File: src/sv/fsbc_pkg.sv
// Shared types and constants for the flash sector and block cache controller.
package fsbc_pkg;

	// Fixed field widths of the request, result and configuration ports
	localparam int BLOCK_IN_W  = 16;
	localparam int PART_W      = 17;
	localparam int CFG_IDX_W   = 1;
	localparam int SECTOR_W    = 13;
	localparam int SLOT_OUT_W  = 3;
	localparam int POS_OUT_W   = 3;
	localparam int CMD_W       = 4;

	// Reciprocal scale for the divide-by-sector-size step
	localparam int DIV_SHIFT   = 24;

	// Configuration register indexes
	localparam logic [CFG_IDX_W-1:0] REG_PARTITION_BLOCKS = 1'b0;
	localparam logic [CFG_IDX_W-1:0] REG_DEVICE_READY     = 1'b1;

	// Result commands
	typedef enum logic [CMD_W-1:0] {
		CMD_NONE      = 4'd0,
		CMD_COPY_BUF  = 4'd1,
		CMD_COPY_SLOT = 4'd2,
		CMD_FILL_SLOT = 4'd3,
		CMD_WRITE_BUF = 4'd4,
		CMD_ERASE     = 4'd5,
		CMD_PROGRAM   = 4'd6,
		CMD_REFRESH   = 4'd7,
		CMD_LOAD      = 4'd8
	} cmd_t;

	// Sequencer states
	typedef enum logic [3:0] {
		ST_IDLE,
		ST_DIV_MUL,
		ST_DIV_REM,
		ST_DIV_FIX,
		ST_DECIDE,
		ST_RD_SCAN,
		ST_FILL,
		ST_PROGRAM,
		ST_REFRESH,
		ST_LOAD,
		ST_WRITE
	} state_t;

	// Sequencer to slot store
	typedef struct packed {
		logic scan_start;
		logic scan_stop;
		logic fill;
	} slot_ctl_t;

	// Slot store to sequencer, one compared slot per cycle
	typedef struct packed {
		logic act;
		logic hit;
		logic insec;
		logic last;
	} slot_sts_t;

	// One result beat
	typedef struct packed {
		logic                  status;
		cmd_t                  command;
		logic [SECTOR_W-1:0]   sector;
		logic [SLOT_OUT_W-1:0] slot;
		logic [POS_OUT_W-1:0]  pos;
		logic                  last;
	} result_t;

endpackage

File: src/sv/flash_sector_and_block_cache_control_top.sv
// A rejected request answers in the cycle after start; others pass the three divide steps and decide first.
// A read that misses the buffer scans one slot per cycle, until a hit or the last slot.
// A write miss emits erase, program, refreshes, load, write.
// busy stays high through each accepted request (not for a rejected one), spanning the
// three-step reciprocal divide and the one-slot-per-cycle tag compare. No result stall.
// Reset: sector 0 buffered, all slots invalid, fill pointer 0, registers 0; no clearing pass.
module flash_sector_and_block_cache_control_top #(
	parameter int SLOTS             = 8,
	parameter int BLOCKS_PER_SECTOR = 8,
	parameter int BLOCK_NUMBER_BITS = 16
) (
	input  logic                                 clk,
	input  logic                                 arst_n,
	input  logic                                 cfg_we,
	input  logic [fsbc_pkg::CFG_IDX_W-1:0]       cfg_index,
	input  logic [fsbc_pkg::PART_W-1:0]          cfg_data,
	input  logic                                 start,
	output logic                                 busy,
	input  logic                                 action,
	input  logic [fsbc_pkg::BLOCK_IN_W-1:0]      block_number,
	output logic                                 result_valid,
	output logic                                 status,
	output logic [fsbc_pkg::CMD_W-1:0]           command,
	output logic [fsbc_pkg::SECTOR_W-1:0]        sector_number,
	output logic [fsbc_pkg::SLOT_OUT_W-1:0]      slot_index,
	output logic [fsbc_pkg::POS_OUT_W-1:0]       block_in_sector,
	output logic                                 last
);

	import fsbc_pkg::*;

	localparam int TAG_W = (BLOCK_NUMBER_BITS < 16) ? BLOCK_NUMBER_BITS : 16;
	localparam int IDX_W = (SLOTS > 1) ? $clog2(SLOTS) : 1;
	localparam int POS_W = (BLOCKS_PER_SECTOR > 1) ? $clog2(BLOCKS_PER_SECTOR) : 1;

	logic [PART_W-1:0] partition_blocks_q;
	logic              device_ready_q;
	slot_ctl_t         ctl;
	slot_sts_t         sts;
	logic [IDX_W-1:0]  slot_idx;
	logic [POS_W-1:0]  slot_pos;
	logic [IDX_W-1:0]  fill_ptr;
	logic [TAG_W-1:0]  key;
	logic [TAG_W-1:0]  base;

	// configuration registers
	always_ff @(posedge clk or negedge arst_n) begin
		if (!arst_n) begin
			partition_blocks_q <= '0;
			device_ready_q     <= 1'b0;
		end else if (cfg_we) begin
			unique case (cfg_index)
				REG_PARTITION_BLOCKS: partition_blocks_q <= cfg_data;
				REG_DEVICE_READY:     device_ready_q     <= cfg_data[0];
				default:              device_ready_q     <= device_ready_q;
			endcase
		end
	end

	fsbc_seq #(
		.SLOTS             (SLOTS),
		.BLOCKS_PER_SECTOR (BLOCKS_PER_SECTOR),
		.BLOCK_NUMBER_BITS (BLOCK_NUMBER_BITS)
	) u_seq (
		.clk              (clk),
		.arst_n           (arst_n),
		.start            (start),
		.busy             (busy),
		.action           (action),
		.block_number     (block_number),
		.partition_blocks (partition_blocks_q),
		.device_ready     (device_ready_q),
		.ctl              (ctl),
		.sts              (sts),
		.slot_idx         (slot_idx),
		.slot_pos         (slot_pos),
		.fill_ptr         (fill_ptr),
		.key              (key),
		.base             (base),
		.result_valid     (result_valid),
		.status           (status),
		.command          (command),
		.sector_number    (sector_number),
		.slot_index       (slot_index),
		.block_in_sector  (block_in_sector),
		.last             (last)
	);

	fsbc_slots #(
		.SLOTS             (SLOTS),
		.BLOCKS_PER_SECTOR (BLOCKS_PER_SECTOR),
		.BLOCK_NUMBER_BITS (BLOCK_NUMBER_BITS)
	) u_slots (
		.clk      (clk),
		.arst_n   (arst_n),
		.ctl      (ctl),
		.key      (key),
		.base     (base),
		.sts      (sts),
		.idx      (slot_idx),
		.pos      (slot_pos),
		.fill_ptr (fill_ptr)
	);

endmodule

File: src/sv/fsbc_ram.sv
// Generic single-write, single-read RAM with registered read data.
module fsbc_ram #(
	parameter int WIDTH = 16,
	parameter int DEPTH = 8
) (
	input  logic                                        clk,
	input  logic                                        we,
	input  logic [$clog2((DEPTH > 1) ? DEPTH : 2)-1:0]  waddr,
	input  logic [WIDTH-1:0]                            wdata,
	input  logic                                        re,
	input  logic [$clog2((DEPTH > 1) ? DEPTH : 2)-1:0]  raddr,
	output logic [WIDTH-1:0]                            rdata
);

	logic [WIDTH-1:0] mem [DEPTH];

	// write port
	always_ff @(posedge clk) begin
		if (we) begin
			mem[waddr] <= wdata;
		end
	end

	// registered read port
	always_ff @(posedge clk) begin
		if (re) begin
			rdata <= mem[raddr];
		end
	end

endmodule

File: src/sv/fsbc_slots.sv
// Read cache slot store: tag RAM, valid bits, FIFO fill pointer and the slot compare unit.
module fsbc_slots #(
	parameter int SLOTS             = 8,
	parameter int BLOCKS_PER_SECTOR = 8,
	parameter int BLOCK_NUMBER_BITS = 16
) (
	input  logic                                                  clk,
	input  logic                                                  arst_n,
	input  fsbc_pkg::slot_ctl_t                                   ctl,
	input  logic [((BLOCK_NUMBER_BITS < 16) ? BLOCK_NUMBER_BITS : 16)-1:0] key,
	input  logic [((BLOCK_NUMBER_BITS < 16) ? BLOCK_NUMBER_BITS : 16)-1:0] base,
	output fsbc_pkg::slot_sts_t                                   sts,
	output logic [((SLOTS > 1) ? $clog2(SLOTS) : 1)-1:0]          idx,
	output logic [((BLOCKS_PER_SECTOR > 1) ? $clog2(BLOCKS_PER_SECTOR) : 1)-1:0] pos,
	output logic [((SLOTS > 1) ? $clog2(SLOTS) : 1)-1:0]          fill_ptr
);

	import fsbc_pkg::*;

	localparam int TAG_W = (BLOCK_NUMBER_BITS < 16) ? BLOCK_NUMBER_BITS : 16;
	localparam int IDX_W = (SLOTS > 1) ? $clog2(SLOTS) : 1;
	localparam int POS_W = (BLOCKS_PER_SECTOR > 1) ? $clog2(BLOCKS_PER_SECTOR) : 1;
	localparam logic [IDX_W-1:0] LAST_IDX = IDX_W'(SLOTS - 1);
	localparam logic [TAG_W-1:0] BPS_T    = TAG_W'(BLOCKS_PER_SECTOR);

	logic             run_q;
	logic [IDX_W-1:0] cnt_q;
	logic             act_s1;
	logic [IDX_W-1:0] idx_s1;
	logic [SLOTS-1:0] valid_q;
	logic [IDX_W-1:0] fill_ptr_q;
	logic [TAG_W-1:0] tag_rd;
	logic [TAG_W-1:0] diff;
	logic             slot_ok;

	// tag storage, written on fill, read by the scan
	fsbc_ram #(
		.WIDTH (TAG_W),
		.DEPTH (SLOTS)
	) u_tag_ram (
		.clk   (clk),
		.we    (ctl.fill),
		.waddr (fill_ptr_q),
		.wdata (key),
		.re    (run_q),
		.raddr (cnt_q),
		.rdata (tag_rd)
	);

	// scan sequencer: one slot address issued per cycle
	always_ff @(posedge clk or negedge arst_n) begin
		if (!arst_n) begin
			run_q  <= 1'b0;
			cnt_q  <= '0;
			act_s1 <= 1'b0;
		end else if (ctl.scan_start) begin
			run_q  <= 1'b1;
			cnt_q  <= '0;
			act_s1 <= 1'b0;
		end else if (ctl.scan_stop) begin
			run_q  <= 1'b0;
			act_s1 <= 1'b0;
		end else if (run_q) begin
			act_s1 <= 1'b1;
			cnt_q  <= cnt_q + 1'b1;
			if (cnt_q == LAST_IDX) begin
				run_q <= 1'b0;
			end
		end else begin
			act_s1 <= 1'b0;
		end
	end

	// slot index travels with the read data
	always_ff @(posedge clk) begin
		if (run_q) begin
			idx_s1 <= cnt_q;
		end
	end

	// valid bits and FIFO fill pointer
	always_ff @(posedge clk or negedge arst_n) begin
		if (!arst_n) begin
			valid_q    <= '0;
			fill_ptr_q <= '0;
		end else if (ctl.fill) begin
			valid_q[fill_ptr_q] <= 1'b1;
			if (fill_ptr_q == LAST_IDX) begin
				fill_ptr_q <= '0;
			end else begin
				fill_ptr_q <= fill_ptr_q + 1'b1;
			end
		end
	end

	// compare unit: exact tag match and in-sector test against the buffer base
	always_comb begin
		slot_ok   = act_s1 && valid_q[idx_s1];
		diff      = tag_rd - base;
		sts.act   = act_s1;
		sts.hit   = slot_ok && (tag_rd == key);
		sts.insec = slot_ok && (tag_rd >= base) && (diff < BPS_T);
		sts.last  = act_s1 && (idx_s1 == LAST_IDX);
	end

	assign idx      = idx_s1;
	assign pos      = diff[POS_W-1:0];
	assign fill_ptr = fill_ptr_q;

	// a fill never overlaps a running scan
	a_fill_not_scanning: assert property (@(posedge clk) disable iff (!arst_n)
		ctl.fill |-> !run_q)
		else $error("slot fill while tag scan running");

	// a filled slot is valid afterwards
	a_fill_sets_valid: assert property (@(posedge clk) disable iff (!arst_n)
		ctl.fill |=> valid_q[$past(fill_ptr_q)])
		else $error("filled slot not marked valid");

endmodule

File: src/sv/fsbc_seq.sv
// Request sequencer: reject check, sector divide, command emission and buffer state.
module fsbc_seq #(
	parameter int SLOTS             = 8,
	parameter int BLOCKS_PER_SECTOR = 8,
	parameter int BLOCK_NUMBER_BITS = 16
) (
	input  logic                                                  clk,
	input  logic                                                  arst_n,
	input  logic                                                  start,
	output logic                                                  busy,
	input  logic                                                  action,
	input  logic [fsbc_pkg::BLOCK_IN_W-1:0]                       block_number,
	input  logic [fsbc_pkg::PART_W-1:0]                           partition_blocks,
	input  logic                                                  device_ready,
	output fsbc_pkg::slot_ctl_t                                   ctl,
	input  fsbc_pkg::slot_sts_t                                   sts,
	input  logic [((SLOTS > 1) ? $clog2(SLOTS) : 1)-1:0]          slot_idx,
	input  logic [((BLOCKS_PER_SECTOR > 1) ? $clog2(BLOCKS_PER_SECTOR) : 1)-1:0] slot_pos,
	input  logic [((SLOTS > 1) ? $clog2(SLOTS) : 1)-1:0]          fill_ptr,
	output logic [((BLOCK_NUMBER_BITS < 16) ? BLOCK_NUMBER_BITS : 16)-1:0] key,
	output logic [((BLOCK_NUMBER_BITS < 16) ? BLOCK_NUMBER_BITS : 16)-1:0] base,
	output logic                                                  result_valid,
	output logic                                                  status,
	output logic [fsbc_pkg::CMD_W-1:0]                            command,
	output logic [fsbc_pkg::SECTOR_W-1:0]                         sector_number,
	output logic [fsbc_pkg::SLOT_OUT_W-1:0]                       slot_index,
	output logic [fsbc_pkg::POS_OUT_W-1:0]                        block_in_sector,
	output logic                                                  last
);

	import fsbc_pkg::*;

	localparam int TAG_W   = (BLOCK_NUMBER_BITS < 16) ? BLOCK_NUMBER_BITS : 16;
	localparam int POS_W   = (BLOCKS_PER_SECTOR > 1) ? $clog2(BLOCKS_PER_SECTOR) : 1;
	localparam int REM_W   = POS_W + 1;
	localparam int RECIP   = (1 << DIV_SHIFT) / BLOCKS_PER_SECTOR;
	localparam int RECIP_W = DIV_SHIFT + 1;
	localparam int PROD_W  = TAG_W + RECIP_W;
	localparam logic [PROD_W-1:0] RECIP_C = PROD_W'(RECIP);
	localparam logic [TAG_W-1:0]  BPS_T   = TAG_W'(BLOCKS_PER_SECTOR);
	localparam logic [REM_W-1:0]  BPS_R   = REM_W'(BLOCKS_PER_SECTOR);

	state_t            state_q, state_d;
	logic              accept;
	logic              reject;
	logic [TAG_W-1:0]  blk_in;
	logic              sec_hit;

	logic              action_q;
	logic [TAG_W-1:0]  blk_q;
	logic [PROD_W-1:0] prod_q;
	logic [TAG_W-1:0]  quo;
	logic [TAG_W-1:0]  rem_full;
	logic [REM_W-1:0]  rem_q;
	logic [TAG_W-1:0]  sector_q;
	logic [POS_W-1:0]  pos_q;
	logic [TAG_W-1:0]  cached_sector_q;
	logic [TAG_W-1:0]  base_q;

	logic              emit_valid;
	result_t           emit;
	logic              result_valid_q;
	result_t           res_q;

	// request decode
	always_comb begin
		busy     = (state_q != ST_IDLE);
		accept   = start && !busy;
		blk_in   = block_number[TAG_W-1:0];
		reject   = !device_ready || (PART_W'(blk_in) >= partition_blocks);
		quo      = prod_q[DIV_SHIFT +: TAG_W];
		rem_full = blk_q - quo * BPS_T;
		sec_hit  = (sector_q == cached_sector_q);
	end

	// next state
	always_comb begin
		state_d = state_q;
		unique case (state_q)
			ST_IDLE: begin
				if (accept && !reject) begin
					state_d = ST_DIV_MUL;
				end
			end
			ST_DIV_MUL: state_d = ST_DIV_REM;
			ST_DIV_REM: state_d = ST_DIV_FIX;
			ST_DIV_FIX: state_d = ST_DECIDE;
			ST_DECIDE: begin
				if (sec_hit) begin
					state_d = ST_IDLE;
				end else if (!action_q) begin
					state_d = ST_RD_SCAN;
				end else begin
					state_d = ST_PROGRAM;
				end
			end
			ST_RD_SCAN: begin
				if (sts.act && sts.hit) begin
					state_d = ST_IDLE;
				end else if (sts.last) begin
					state_d = ST_FILL;
				end
			end
			ST_FILL:    state_d = ST_IDLE;
			ST_PROGRAM: state_d = ST_REFRESH;
			ST_REFRESH: begin
				if (sts.last) begin
					state_d = ST_LOAD;
				end
			end
			ST_LOAD:    state_d = ST_WRITE;
			ST_WRITE:   state_d = ST_IDLE;
			default:    state_d = ST_IDLE;
		endcase
	end

	// outputs: slot control and the result beat of this cycle
	always_comb begin
		ctl        = '0;
		emit_valid = 1'b0;
		emit       = '0;
		unique case (state_q)
			ST_IDLE: begin
				ctl.scan_stop = 1'b1;
				if (accept && reject) begin
					emit_valid  = 1'b1;
					emit.status = 1'b1;
					emit.last   = 1'b1;
				end
			end
			ST_DECIDE: begin
				if (sec_hit) begin
					emit_valid   = 1'b1;
					emit.command = action_q ? CMD_WRITE_BUF : CMD_COPY_BUF;
					emit.sector  = SECTOR_W'(sector_q);
					emit.pos     = POS_OUT_W'(pos_q);
					emit.last    = 1'b1;
				end else if (!action_q) begin
					ctl.scan_start = 1'b1;
				end else begin
					emit_valid   = 1'b1;
					emit.command = CMD_ERASE;
					emit.sector  = SECTOR_W'(cached_sector_q);
				end
			end
			ST_RD_SCAN: begin
				if (sts.act && sts.hit) begin
					emit_valid   = 1'b1;
					emit.command = CMD_COPY_SLOT;
					emit.sector  = SECTOR_W'(sector_q);
					emit.slot    = SLOT_OUT_W'(slot_idx);
					emit.last    = 1'b1;
				end
			end
			ST_FILL: begin
				ctl.fill     = 1'b1;
				emit_valid   = 1'b1;
				emit.command = CMD_FILL_SLOT;
				emit.sector  = SECTOR_W'(sector_q);
				emit.slot    = SLOT_OUT_W'(fill_ptr);
				emit.last    = 1'b1;
			end
			ST_PROGRAM: begin
				ctl.scan_start = 1'b1;
				emit_valid     = 1'b1;
				emit.command   = CMD_PROGRAM;
				emit.sector    = SECTOR_W'(cached_sector_q);
			end
			ST_REFRESH: begin
				if (sts.insec) begin
					emit_valid   = 1'b1;
					emit.command = CMD_REFRESH;
					emit.sector  = SECTOR_W'(cached_sector_q);
					emit.slot    = SLOT_OUT_W'(slot_idx);
					emit.pos     = POS_OUT_W'(slot_pos);
				end
			end
			ST_LOAD: begin
				emit_valid   = 1'b1;
				emit.command = CMD_LOAD;
				emit.sector  = SECTOR_W'(sector_q);
			end
			ST_WRITE: begin
				emit_valid   = 1'b1;
				emit.command = CMD_WRITE_BUF;
				emit.sector  = SECTOR_W'(sector_q);
				emit.pos     = POS_OUT_W'(pos_q);
				emit.last    = 1'b1;
			end
			default: begin
				emit_valid = 1'b0;
			end
		endcase
	end

	// control state and buffered sector
	always_ff @(posedge clk or negedge arst_n) begin
		if (!arst_n) begin
			state_q         <= ST_IDLE;
			result_valid_q  <= 1'b0;
			cached_sector_q <= '0;
			base_q          <= '0;
		end else begin
			state_q        <= state_d;
			result_valid_q <= emit_valid;
			if (state_q == ST_WRITE) begin
				cached_sector_q <= sector_q;
				base_q          <= blk_q - TAG_W'(pos_q);
			end
		end
	end

	// request payload and divide-by-sector-size steps
	always_ff @(posedge clk) begin
		res_q <= emit;
		if (accept) begin
			action_q <= action;
			blk_q    <= blk_in;
		end
		// quotient estimate by reciprocal, low by at most one
		if (state_q == ST_DIV_MUL) begin
			prod_q <= PROD_W'(blk_q) * RECIP_C;
		end
		if (state_q == ST_DIV_REM) begin
			rem_q <= rem_full[REM_W-1:0];
		end
		// single correction step
		if (state_q == ST_DIV_FIX) begin
			if (rem_q >= BPS_R) begin
				sector_q <= quo + 1'b1;
				pos_q    <= POS_W'(rem_q - BPS_R);
			end else begin
				sector_q <= quo;
				pos_q    <= POS_W'(rem_q);
			end
		end
	end

	assign key             = blk_q;
	assign base            = base_q;
	assign result_valid    = result_valid_q;
	assign status          = res_q.status;
	assign command         = res_q.command;
	assign sector_number   = res_q.sector;
	assign slot_index      = res_q.slot;
	assign block_in_sector = res_q.pos;
	assign last            = res_q.last;

	// a non-final beat always belongs to a request still in progress
	a_mid_beat_busy: assert property (@(posedge clk) disable iff (!arst_n)
		(result_valid && !last) |-> busy)
		else $error("non-final result while idle");

	// an error beat is a lone final beat with no command
	a_error_beat: assert property (@(posedge clk) disable iff (!arst_n)
		(result_valid && status) |-> (last && command == CMD_NONE))
		else $error("error result malformed");

	// the buffered sector only moves at the end of a write miss
	a_sector_move: assert property (@(posedge clk) disable iff (!arst_n)
		(cached_sector_q != $past(cached_sector_q)) |-> ($past(state_q) == ST_WRITE))
		else $error("buffered sector changed outside a write miss");

endmodule

File: config.mk
export PLATFORM = sky130hd
export DESIGN_NAME = flash_sector_and_block_cache_control_top
export DESIGN_NICKNAME = d
export VERILOG_FILES = /design/src/sv/fsbc_pkg.sv /design/src/sv/flash_sector_and_block_cache_control_top.sv /design/src/sv/fsbc_ram.sv /design/src/sv/fsbc_slots.sv /design/src/sv/fsbc_seq.sv
export SDC_FILE = /design/constraint.sdc
export NUM_CORES = 1
export LEC_CHECK = 0
export ABC_AREA = 1
export CAP_MARGIN = 20
export CORE_ASPECT_RATIO = 1.1
export CORE_MARGIN = 8
export CORE_UTILIZATION = 60
export DETAILED_ROUTE_END_ITERATION = 16
export DONT_BUFFER_PORTS = 1
export PLACE_DENSITY = 0.76
export REMOVE_ABC_BUFFERS = 1
export SLEW_MARGIN = 20
export SYNTH_ARGS = -nofsm -noshare
export SYNTH_HDL_FRONTEND = slang
export SYNTH_SLANG_ARGS = --single-unit
export TNS_END_PERCENT = 1
File: constraint.sdc
create_clock -name clk -period 2.8 [get_ports clk]
set_input_delay 0.42 -clock clk [delete_from_list [all_inputs] [get_ports clk]]
set_output_delay 0.42 -clock clk [all_outputs]
set_load 0.005 [all_outputs]
== Word-level counts from Yosys, hierarchy flattened ==
Memories as Yosys holds them, arrays and structs flattened. A register that Yosys moved wholly into a read port is not among the register bits.
Index checks and enable logic that the tools add are counted.

* Flip-flop bits (word level): 151
* Bits in writable memories: 128
* Memories: 1
* Bits of input ports: 39

{| class="wikitable"
|+ Memory list
! memory !! depth !! bits a word !! read ports !! clocked after Yosys merged registers in !! wr ports !! line !! RTL
|-
| u_slots.u_tag_ram.mem || 8 || 16 || 1 || 1 || 1 || fsbc_ram.sv:15 || <nowiki>logic [WIDTH-1:0] mem [DEPTH];</nowiki>
|}

* Equality and inequality tests: 19
* Bitwise gates (word level): 2
* Reduce and logical (&&, ||, !) cells: 23
* Magnitude comparators: 7
* Mux-type cells: 47
* Add/subtract/negate cells: 7

{| class="wikitable"
|+ Operators by type and width
! kind !! count
|-
| $pmux W17 S7 || 1
|-
| $pmux W4 S9 || 1
|-
| $mux W16 || 2
|-
| $mux W4 || 6
|-
| $mux W22 || 1
|-
| $mux W1 || 20
|-
| $mux W18 || 1
|-
| $mux W3 || 6
|-
| $pmux W3 S3 || 2
|-
| $ge A16 B17 Y1 || 1
|-
| $eq A16 B16 Y1 || 1
|-
| $eq A4 B3 Y1 const B || 4
|-
| $ge A16 B16 Y1 || 1
|-
| $lt A16 B4 Y1 const B || 1
|-
| $sub A16 B16 Y16 || 1
|-
| $sub A16 B3 Y16 || 1
|-
| $add A13 B1 Y14 const B || 1
|-
| $eq A14 B14 Y1 || 1
|-
| $mux W13 || 1
|-
| $eq A4 B4 Y1 const B || 3
|-
| $logic_and A1 B1 Y1 || 10
|-
| $eq A3 B3 Y1 const B || 3
|-
| $eq A4 B2 Y1 const B || 2
|-
| $lt A3 B4 Y1 const B || 2
|-
| 26 further kinds || 32
|}

== Depth between registers and ports, before layout ==
Gate-level depths: netlist of the first run.

* Depth in word-level cells: 7
* Mapped depth: 19
* Depth with buffers taken out: 18

== By module ==
A second synthesis of the first run with hierarchy kept.

* Cell total of the unflattened synthesis: 1685
* Area total of the unflattened synthesis: 14925.6 µm²

{| class="wikitable"
|+ By module, submodules not included
! module !! times used !! area an instance (µm²) !! cells each !! sequential area each (µm²)
|-
| fsbc_ram || 1 || 6149.6 || 587 || 4324.1
|-
| fsbc_seq || 1 || 5853.1 || 674 || 2907.8
|-
| fsbc_slots || 1 || 2183.3 || 345 || 490.5
|-
| flash_sector_and_block_cache_control_top || 1 || 739.5 || 79 || 450.4
|}

== Least setup slack after synthesis of the first run ==
Ideal clock, no wire load.

* Path kind: reg-to-reg
* Start: reg u_seq.state_q[1]
* End: mem u_slots.u_tag_ram.mem[1][0], enable pin
* Arrival time: 1941 ps
* Path buffers: 0
* Data required time: 2412 ps
* Stages on the path, launching flop included: 9
* Library setup time: 388 ps
* Path slack: 471 ps
* Period minus slack after synthesis: 2329 ps
* Path through: dfrtp_1 -> inv_1 -> nor2_1 -> inv_1 -> nor2_1 -> inv_1 -> nor2_1 -> inv_1 -> nor2_1

* Word-level cells in the longest chain between the ends: 4

{| class="wikitable"
|+ RTL lines
! what !! line !! RTL
|-
| from (decl) || fsbc_seq.sv:43 || <nowiki>state_t state_q, state_d;</nowiki>
|-
| from (signal assigned) || fsbc_seq.sv:204 || <nowiki>state_q <= state_d;</nowiki>
|-
| $eq A4 B3 Y1 || fsbc_seq.sv:122 || <nowiki>unique case (state_q)</nowiki>
|-
| $mux W1 || fsbc_seq.sv:122 ||
|-
| $mux W1 || fsbc_ram.sv:19 || <nowiki>if (we) begin</nowiki>
|-
| $mux W1 (implied by the code) || fsbc_ram.sv:20 || <nowiki>mem[waddr] <= wdata;</nowiki>
|-
| to (decl) || fsbc_ram.sv:15 ||
|}

Every way passes these cells.

==> flow_summary.ini, run 1 <==
[finish]
area_delta_synth_final_pct = 13.1
nNetsFinal = 1563
drive_gt1_frac = 0.0818
fin_util = 0.683
final_common_cell = nand2_1
n_antenna_cell = 0
design_area_um2 = 15500
layout_common_cells = nand2_1, nor2_1, edfxtp_1

[cts]
cts_buffers = 30
worst_skew_pair.late_latency_ns = 0.57
path_clk_slew_ns = 0.06
post_cts_buffers = 0
clock-sinks = 292
root_buffer = clkbuf_16
clock_tree.buffer_depth = 3
cts-resized-gates = 0
tritoncts = done
h-tree-depth = 1

[synthesis]
synth-edff-count = 198
synth.top_cell.area_share = 0.435
ys_warn_count = 0
ys_ff_latch = 292
syn_area_um2 = 13700
synth_largest_area_cell = edfxtp_1
synth_area_leaders = edfxtp_1, dfrtp_1, nand2_1, nor2_1, inv_1
syn_area_per_cell_um2 = 9.59
ys_types = 43
async_flop_share = 0.236
ys.flop_type = edfxtp_1
yosysSeqAreaShare = 0.598
netlist_instances = 1425

[critical_path]
crit_path_end = u_seq.sector_number[1]
crit_arrival_ns = 2.95
worstSetupStartpoint = u_slots.u_tag_ram.rdata[0]
timing.rr.end = u_seq.sector_number[1]
reg2reg_setup_slack_ns = 0.37
worstSetupStartpointType = flop
ff2ff_path_depth = 16
worstPathRequired_ns = 3.32
reg2reg_from = u_slots.u_tag_ram.rdata[0]
crit_type = reg2reg
end_kind = flop
critPathMaxFanout = 13

[global_route]
antenna_found_initial = 0
grt_usage = 0.234
grt-ovfl-total = 0
grt_max_degree = 70
grt_pass1_wl_um = 52500
grtUsageMet3 = 0.0319
first_global_vias = 9978
met2_usage = 0.424
grt_busiest_layer = met2
gr-usage-met1 = 0.282

[sta]
finClkSkew_ns = 0.0103
rsz0062_at_grt = no
maxSlewHeadroom = 0.345
final_hold_viol_count = 0
final.period_utilization = 0.868
finalSetupViolations = 0
worstMarginPinSlew_ns = 0.981
slew_violations = 0
finalCriticalPeriod_ns = 2.43
max_freq_ghz = 0.412
timing.final.ws_setup_ns = 0.370
whs_ns = 0.0185

[routing]
num_vias = 10124
drc_errors = 0
ant_nets = 0
drt-initial-drc-count = 800
routed_wl_um = 33100
vias_per_cell = 5.61
wl_per_cell_um = 18.4
drtPass1Iterations = 5

[run_status]
status = finished clean

[place]
place_congestion = 0.857
dpl.hpwl_um = 22500
port-buffer-count = 0
dpl_worst_slack_ns = 0.394
placed_area_um2 = 14200

[power_and_ir_drop]
vdd_drop_max_v = 0.000605
powerDensity_nw_per_um2 = 975
power_leakage_nw = 6.60

[die]
die_area_um2 = 27900
fp.dieH_um = 174
boundaryPins = 66
die_w_um = 160
initial_core_util = 0.604
core-area_um2 = 22600
fp-row-count = 58

[worst_hold_path]
hold_class = in2reg

[run]
maxCapViolations = 0
==> per-stage QoR <==
step / setup TNS [ns] / std cells / total power [W]
3_3_place_gp: 0 / 1724 / 0.0108
6_report: 0 / 1804 / 0.0151
5_1_grt: 0 / 1804 / 0.0160
3_5_place_dp: 0 / 1724 / 0.0109
4_1_cts: 0 / 1804 / 0.0151
2_1_floorplan: -2.53 / 1388 / 0.00942
==> synthesized netlist by cell type, types with 4 or more instances <==
master      n
edfxtp_1  198
nand3_2     7
nand2_2    10
inv_1     174
dfxtp_1    25
o21ai_0   122
or2_2       5
nor3_1     16
a31oi_1    18
nand4_1    21
ha_1       42
nor2_1    223
xor2_1     25
o22ai_1    19
xnor2_1    15
nand2_1   281
clkbuf_1   32
a21oi_1    39
dfrtp_1    69
inv_2       4
nand3_1    48
==> report_power, final <==
part           internal (W)  switching [W]  total, W  leakage, nW
combinational       0.00163        0.00329   0.00492         3.22
sequential          0.00552       0.000531   0.00606         2.88
clock               0.00244        0.00166   0.00409        0.505
==> metal layers <==
layer,up-vias,share of wire
met5,-,0
met4,0,0.029
met3,78,0.062
met2,374,0.52
met1,4845,0.39
li1,4827,-
==> worst min-delay path by stage <==
stage / end / cells past startpoint / slack (ns) / from
global placement: u_seq.base[4] / 0 / 0.13 / arst_n
detailed placement: u_seq.base[3] / 0 / 0.13 / arst_n
CTS: partition_blocks_q[2] / 2 / 0.001 / cfg_data[2]
floorplan: device_ready_q / 0 / 0.12 / arst_n
global route: partition_blocks_q[7] / 2 / 0.009 / cfg_data[7]
finish: partition_blocks_q[2] / 2 / 0.02 / cfg_data[2]
==> cells by family after synthesis <==
family	count (synthesis)	synth area share
XOR/XNOR	40	0.0256
adder cells (fa/ha/maj)	44	0.0414
buffers and inverters	216	0.0604
AND/OR/NAND/NOR	627	0.194
AO/OA/AOI/OAI	206	0.0808
flip-flops	292	0.598
==> sequential cells by signal (all words and copies together) (netlist names), 3 cells and up <==
name                     flops
u_slots.u_tag_ram.mem      128
u_seq.key                   16
u_seq.prod_q                13
u_seq.block_in_sector        3
u_slots.fill_ptr             3
u_seq.sector_q              14
partition_blocks_q          17
u_slots.valid_q              8
u_slots.cnt_q                3
u_seq.pos_q                  3
u_seq.base                  16
u_seq.slot_index             3
u_seq.sector_number         13
u_seq.rem_q                  4
u_seq.command                4
u_seq.cached_sector_q       14
u_slots.idx                  3
u_slots.u_tag_ram.rdata     16
u_seq.state_q                4
==> area by class of cell <==
| class | instances | area [um^2] |
|---|---|---|
| clock buffer | 40 | 818 |
| clock inverter | 16 | 213 |
| fill | 1690 | 7180 |
| inverter | 179 | 672 |
| multi-input combinational | 917 | 4680 |
| sequential | 292 | 8170 |
| tap | 300 | 375 |
| timing repair buffer | 60 | 528 |
==> critical path: stages (launching register included) <==
cell and delay [ns]:
edfxtp_1 0.37, inv_1 0.06, ha_1 0.20, fa_1 0.40, inv_1 0.15, nand2_1 0.07, nand2_1 0.09, nand3_2 0.08
nand3_1 0.10, nand2_1 0.06, clkinv_1 0.04, nand4_1 0.11, nor3_4 0.19, nand2_4 0.14, nand2_4 0.18, nand2_1 0.08
nand2_1 0.06
==> what timing repair did <==
action                     in CTS  in global routing
setup endpoints to repair       0                  0
hold endpoints to repair       90                  0
hold buffers                   24                  0
(Power assumes the default switching activity.)
==> run 2, diff against run 1 <==
- PLACE_DENSITY: 0.76 -> 0.86
==> run 2 against run 1 <==
- die area stayed put
- maximum frequency down 0.50%
- power decreased by 2.8%
- clock power is 11% lower
- critical path depth fell by 2
- sequential share of layout area grew 0.60 points
- final area shrank 1.1%
- register-to-register slack hardly changed
- critical endpoint is now u_seq.sector_number[6]
==> flow_summary.ini, run 2 (synthesis results as in run 1) <==
[finish]
seq_area_um2 = 8170
area_delta_synth_final_pct = 11.8
multi_input_comb_area_um2 = 4680
n_fill_cell = 1615
reg_top3 = u_slots.u_tag_ram.mem: 128 flops, partition_blocks_q: 17 flops
layout_common_cells = nand2_1, nor2_1, edfxtp_1
design_area_um2 = 15300
drive_gt1_frac = 0.0802
largest_reg_flops = 128
n_antenna_cell = 0
max_flop_register = u_slots.u_tag_ram.mem
final_common_cell = nand2_1
nNetsFinal = 1557

[sta]
finalSetupViolations = 0
maxSlewHeadroom = 0.348
worstMarginPinSlew_ns = 0.975
whs_ns = 0.0221
rsz0062_at_grt = no
finClkSkew_ns = 0.0151
final_hold_viol_count = 0
finalCriticalPeriod_ns = 2.44
slew_violations = 0
final.period_utilization = 0.872
max_freq_ghz = 0.410

[power_and_ir_drop]
seqPwrFrac = 0.417
vdd_drop_max_v = 0.000603
pwr-share-clk = 0.250
switching_share = 0.371
p_sw_w = 0.00543
pwr-share-comb = 0.333
power_leakage_nw = 6.53
p_int_w = 0.00921
powerDensity_nw_per_um2 = 958

[routing]
dr_wl_met3_um = 2400
top_layer_used = met4
wl_met2_um = 16600
ant_nets = 0
drt-met1-wl_um = 12500
vias_per_cell = 5.70
drc_errors = 0
num_vias = 10246
routed_wl_um = 32700
wl_per_cell_um = 18.2
drt-initial-drc-count = 1024
drtPass1Iterations = 5

[die]
boundaryPins = 66
die_w_um = 160
initial_core_util = 0.604
fp-row-count = 58
die_area_um2 = 27900
fp.dieH_um = 174
core-area_um2 = 22600

[critical_path]
crit_arrival_ns = 2.94
cp_cell_sequence = inv_1 -> ha_1 -> fa_1 -> inv_1 -> nand3_1 -> nand3_1 -> nand3_1 -> nor2_1 -> nand4_1 -> nor3_4 -> nand2_4 -> nand2_4 -> nand2_1 -> nand2_1
critPathMaxFanout = 13
worstPathRequired_ns = 3.30
slowest_stage = fa_1
crit_type = reg2reg
cp_slowest_stage_delay_ns = 0.40
reg2reg_from = u_slots.u_tag_ram.rdata[0]
timing.rr.end = u_seq.sector_number[6]
reg2reg_setup_slack_ns = 0.36
worstSetupStartpointType = flop
path_common_cell = nand3_1
ff2ff_path_depth = 14
end_kind = flop

[cts]
clock_tree.buffer_depth = 3
tritoncts = done
h-tree-depth = 1
path_clk_slew_ns = 0.06
cts_buffers = 29
post_cts_buffers = 0
root_buffer = clkbuf_16
cts-resized-gates = 0
clock-sinks = 292
worst_skew_pair.late_latency_ns = 0.56

[worst_hold_path]
hold_class = in2reg
hp-start = cfg_data[12]
worstHoldPathCells = 2
whs_endpoint = partition_blocks_q[12]

[place]
placed_area_um2 = 14200
dpl.hpwl_um = 22100
port-buffer-count = 0
place_congestion = 1.00

[global_route]
grt-ovfl-total = 0
antenna_found_initial = 0
first_global_vias = 10249
grt_pass1_wl_um = 51600
grt_usage = 0.229
grt_max_degree = 70

[run_status]
status = finished clean

[run]
maxCapViolations = 0
run 2: power groups by stage:
stage / clock, W / sequential, W / combinational [W]
after floorplan: 0 / 0.00612 / 0.00330
after global placement: 0 / 0.00613 / 0.00457
after detailed placement: 0 / 0.00617 / 0.00471
after CTS: 0.00370 / 0.00610 / 0.00482
after global routing: 0.00384 / 0.00618 / 0.00545
final: 0.00365 / 0.00611 / 0.00488
run 2: critical path, delay by kind of cell, from the launching register on:
family | cells | cell delay, ns
AND/OR/NAND/NOR | 10 | 1.24
flip-flops | 1 | 0.36
buffers and inverters | 2 | 0.19
adder cells (fa/ha/maj) | 2 | 0.60
run 2: per-layer routing:
layer / track usage / up-vias
met4: 0.103 / 0
li1: - / 4826
met5: 0 / -
met2: 0.413 / 490
met1: 0.260 / 4834
met3: 0.0409 / 96
run 2: layout make-up:
type / count / area share
clock buffers: 43 / 0.0539
repair buffers: 55 / 0.0316
multi-input cells: 917 / 0.306
clock inverters: 11 / 0.00516
flip-flops and latches: 292 / 0.535
well taps: 300 / 0.0246
inverters: 179 / 0.0440
run 2: per-stage QoR:
stage,std cells,setup TNS [ns],total power (W),utilization,setup WS [ns]
after floorplan,1388,-2.53,0.00942,-,-0.158
after global placement,1722,0,0.0107,0.625,0.453
after detailed placement,1722,0,0.0109,0.625,0.405
after CTS,1797,0,0.0146,0.675,0.390
after global routing,1797,0,0.0155,0.675,0.137
final,1797,0,0.0146,0.675,0.358
run 2: how the worst max path moves through the flow:
| stage | from | to | cells after the start |
|---|---|---|---|
| global placement | u_slots.u_tag_ram.rdata[4] | u_seq.sector_number[3] | 16 |
| floorplan | u_slots.cnt_q[0] | u_slots.u_tag_ram.rdata[0] | 5 |
| finish | u_slots.u_tag_ram.rdata[0] | u_seq.sector_number[6] | 14 |
| global route | u_seq.base[0] | u_seq.sector_number[6] | 15 |
| CTS | u_seq.base[0] | u_seq.sector_number[6] | 15 |
| detailed placement | u_seq.base[0] | u_seq.sector_number[6] | 15 |
run 2: what timing repair did:
| item | 4_1_cts | 5_1_grt |
|---|---|---|
| endpoints found under the hold margin | 87 | 0 |
| hold buffers | 21 | 0 |
| setup endpoints to repair | 0 | 0 |
==> run 3, diff against run 2 <==
- REMOVE_ABC_BUFFERS: 1 -> default
==> run 3 against run 2 <==
- power grew 1.5%
- hold slack worse by 0.0098 ns
- die area is the same
- non-clock buffer count increased by 2
- via count increased by 3.7%
- critical path depth did not move
- clock power grew 4%
- sequential power fell by 0.7%
- register-to-register slack lost 0.13 ns
==> flow_summary.ini, run 3 (synthesis results as in run 1) <==
[global_route]
met2_usage = 0.426
first_global_vias = 10456
gr-usage-met1 = 0.282
grt_pass1_wl_um = 54200
grt_max_degree = 70
grt-ovfl-total = 0
grtUsageMet3 = 0.0435
antenna_found_initial = 0
grt_busiest_layer = met2
grt_usage = 0.244

[power_and_ir_drop]
power_leakage_nw = 6.54
pwr-share-comb = 0.336
powerDensity_nw_per_um2 = 969
p_int_w = 0.00928
pwr-share-clk = 0.256
switching_share = 0.375
p_sw_w = 0.00558
seqPwrFrac = 0.408
vdd_drop_max_v = 0.000549

[place]
place_congestion = 0.903
placed_cells = 1724
dpl.hpwl_um = 22400
port-buffer-count = 0

[worst_hold_path]
hold_class = in2reg
hp-start = cfg_data[6]
worstHoldPathCells = 2
whs_endpoint = partition_blocks_q[6]

[sta]
finalSetupViolations = 0
finClkSkew_ns = 0.0234
final.period_utilization = 0.919
maxSlewHeadroom = 0.326
slew_violations = 0
whs_ns = 0.0124
final_hold_viol_count = 0
max_freq_ghz = 0.389
rsz0062_at_grt = no
worstMarginPinSlew_ns = 1.01
finalCriticalPeriod_ns = 2.57
tns_ns = 0

[finish]
max_flop_register = u_slots.u_tag_ram.mem
layout_common_cells = nand2_1, nor2_1, edfxtp_1
fin_cells = 1801
area_delta_synth_final_pct = 12.2
n_antenna_cell = 0
final_common_cell = nand2_1
reg_top3 = u_slots.u_tag_ram.mem: 128 flops, partition_blocks_q: 17 flops
drive_gt1_frac = 0.0813
nNetsFinal = 1560
largest_reg_flops = 128

[cts]
tritoncts = done
h-tree-depth = 1
cts-resized-gates = 0
post_cts_buffers = 0
clock-sinks = 292
root_buffer = clkbuf_16
path_clk_slew_ns = 0.06
worst_skew_pair.late_latency_ns = 0.57
cts_buffers = 30
clock_tree.buffer_depth = 3

[critical_path]
crit_type = reg2reg
timing.rr.end = u_seq.sector_number[8]
reg2reg_from = u_slots.u_tag_ram.rdata[0]
worstSetupStartpointType = flop
ff2ff_path_depth = 14
reg2reg_setup_slack_ns = 0.23
end_kind = flop
worstPathRequired_ns = 3.30
worstSetupStartpoint = u_slots.u_tag_ram.rdata[0]
crit_arrival_ns = 3.07
critPathMaxFanout = 13

[die]
fp-row-count = 58
die_area_um2 = 27900
core-area_um2 = 22600
initial_core_util = 0.604
fp.dieH_um = 174
boundaryPins = 66
die_w_um = 160

[routing]
num_vias = 10623
routed_wl_um = 34900
drt-initial-drc-count = 1222
drtPass1Iterations = 7
drc_errors = 0
ant_nets = 0
wl_per_cell_um = 19.4
vias_per_cell = 5.90

[synthesis]
syn_nets = 1508

[run]
maxCapViolations = 0

[run_status]
status = finished clean
[run 3: per-stage QoR]
stage	setup slack [ns]	power (W)	instance area, um^2	util
global route	0.0761	0.0157	15300	0.677
floorplan	0.471	0.00950	13700	-
finish	0.228	0.0149	15300	0.677
global placement	0.437	0.0107	14200	0.626
CTS	0.306	0.0147	15300	0.677
detailed placement	0.346	0.0109	14200	0.626
[run 3: worst max-delay path by stage]
stage and endpoint:
2_1_floorplan u_slots.u_tag_ram.mem[1][0], 3_3_place_gp u_seq.sector_number[10], 3_5_place_dp u_seq.sector_number[11], 4_1_cts u_seq.sector_number[11], 5_1_grt u_seq.sector_number[9], 6_report u_seq.sector_number[8]
[run 3: power by group through the flow]
stage / Clock (W) / Combinational (W) / Sequential (W)
global route: 0.00397 / 0.00556 / 0.00612
detailed placement: 0 / 0.00477 / 0.00612
CTS: 0.00379 / 0.00489 / 0.00605
finish: 0.00380 / 0.00500 / 0.00607
floorplan: 0 / 0.00348 / 0.00602
global placement: 0 / 0.00461 / 0.00609
[run 3: layer usage]
| metal | vias up | wire [um] |
|---|---|---|
| li1 | 4821 | - |
| met5 | - | 0 |
| met4 | 0 | 1650 |
| met1 | 5013 | 12600 |
| met3 | 146 | 3200 |
| met2 | 643 | 17400 |
[run 3: layout make-up]
type                    count  area, um^2
clock buffers              37         797
clock inverters            19         140
fillers                  1603        7310
inverters                 179         672
multi-input cells         917        4680
flip-flops and latches    292        8170
well taps                 300         375
repair buffers             57         498
[run 3: critical path, stage by stage (launching register included)]
cell	delay [ns]
edfxtp_1	0.37
inv_1	0.06
ha_1	0.21
fa_1	0.42
inv_1	0.15
nand3_1	0.11
nand3_1	0.10
nand3_1	0.07
nor2_1	0.14
nand4_1	0.20
nor3_4	0.20
nand2_4	0.12
nand2_4	0.18
nand2_1	0.10
nand2_1	0.09
[run 3: what timing repair did]
action,in CTS,in global routing
hold buffers,21,0
hold endpoints to repair,87,0
setup endpoints to repair,0,0
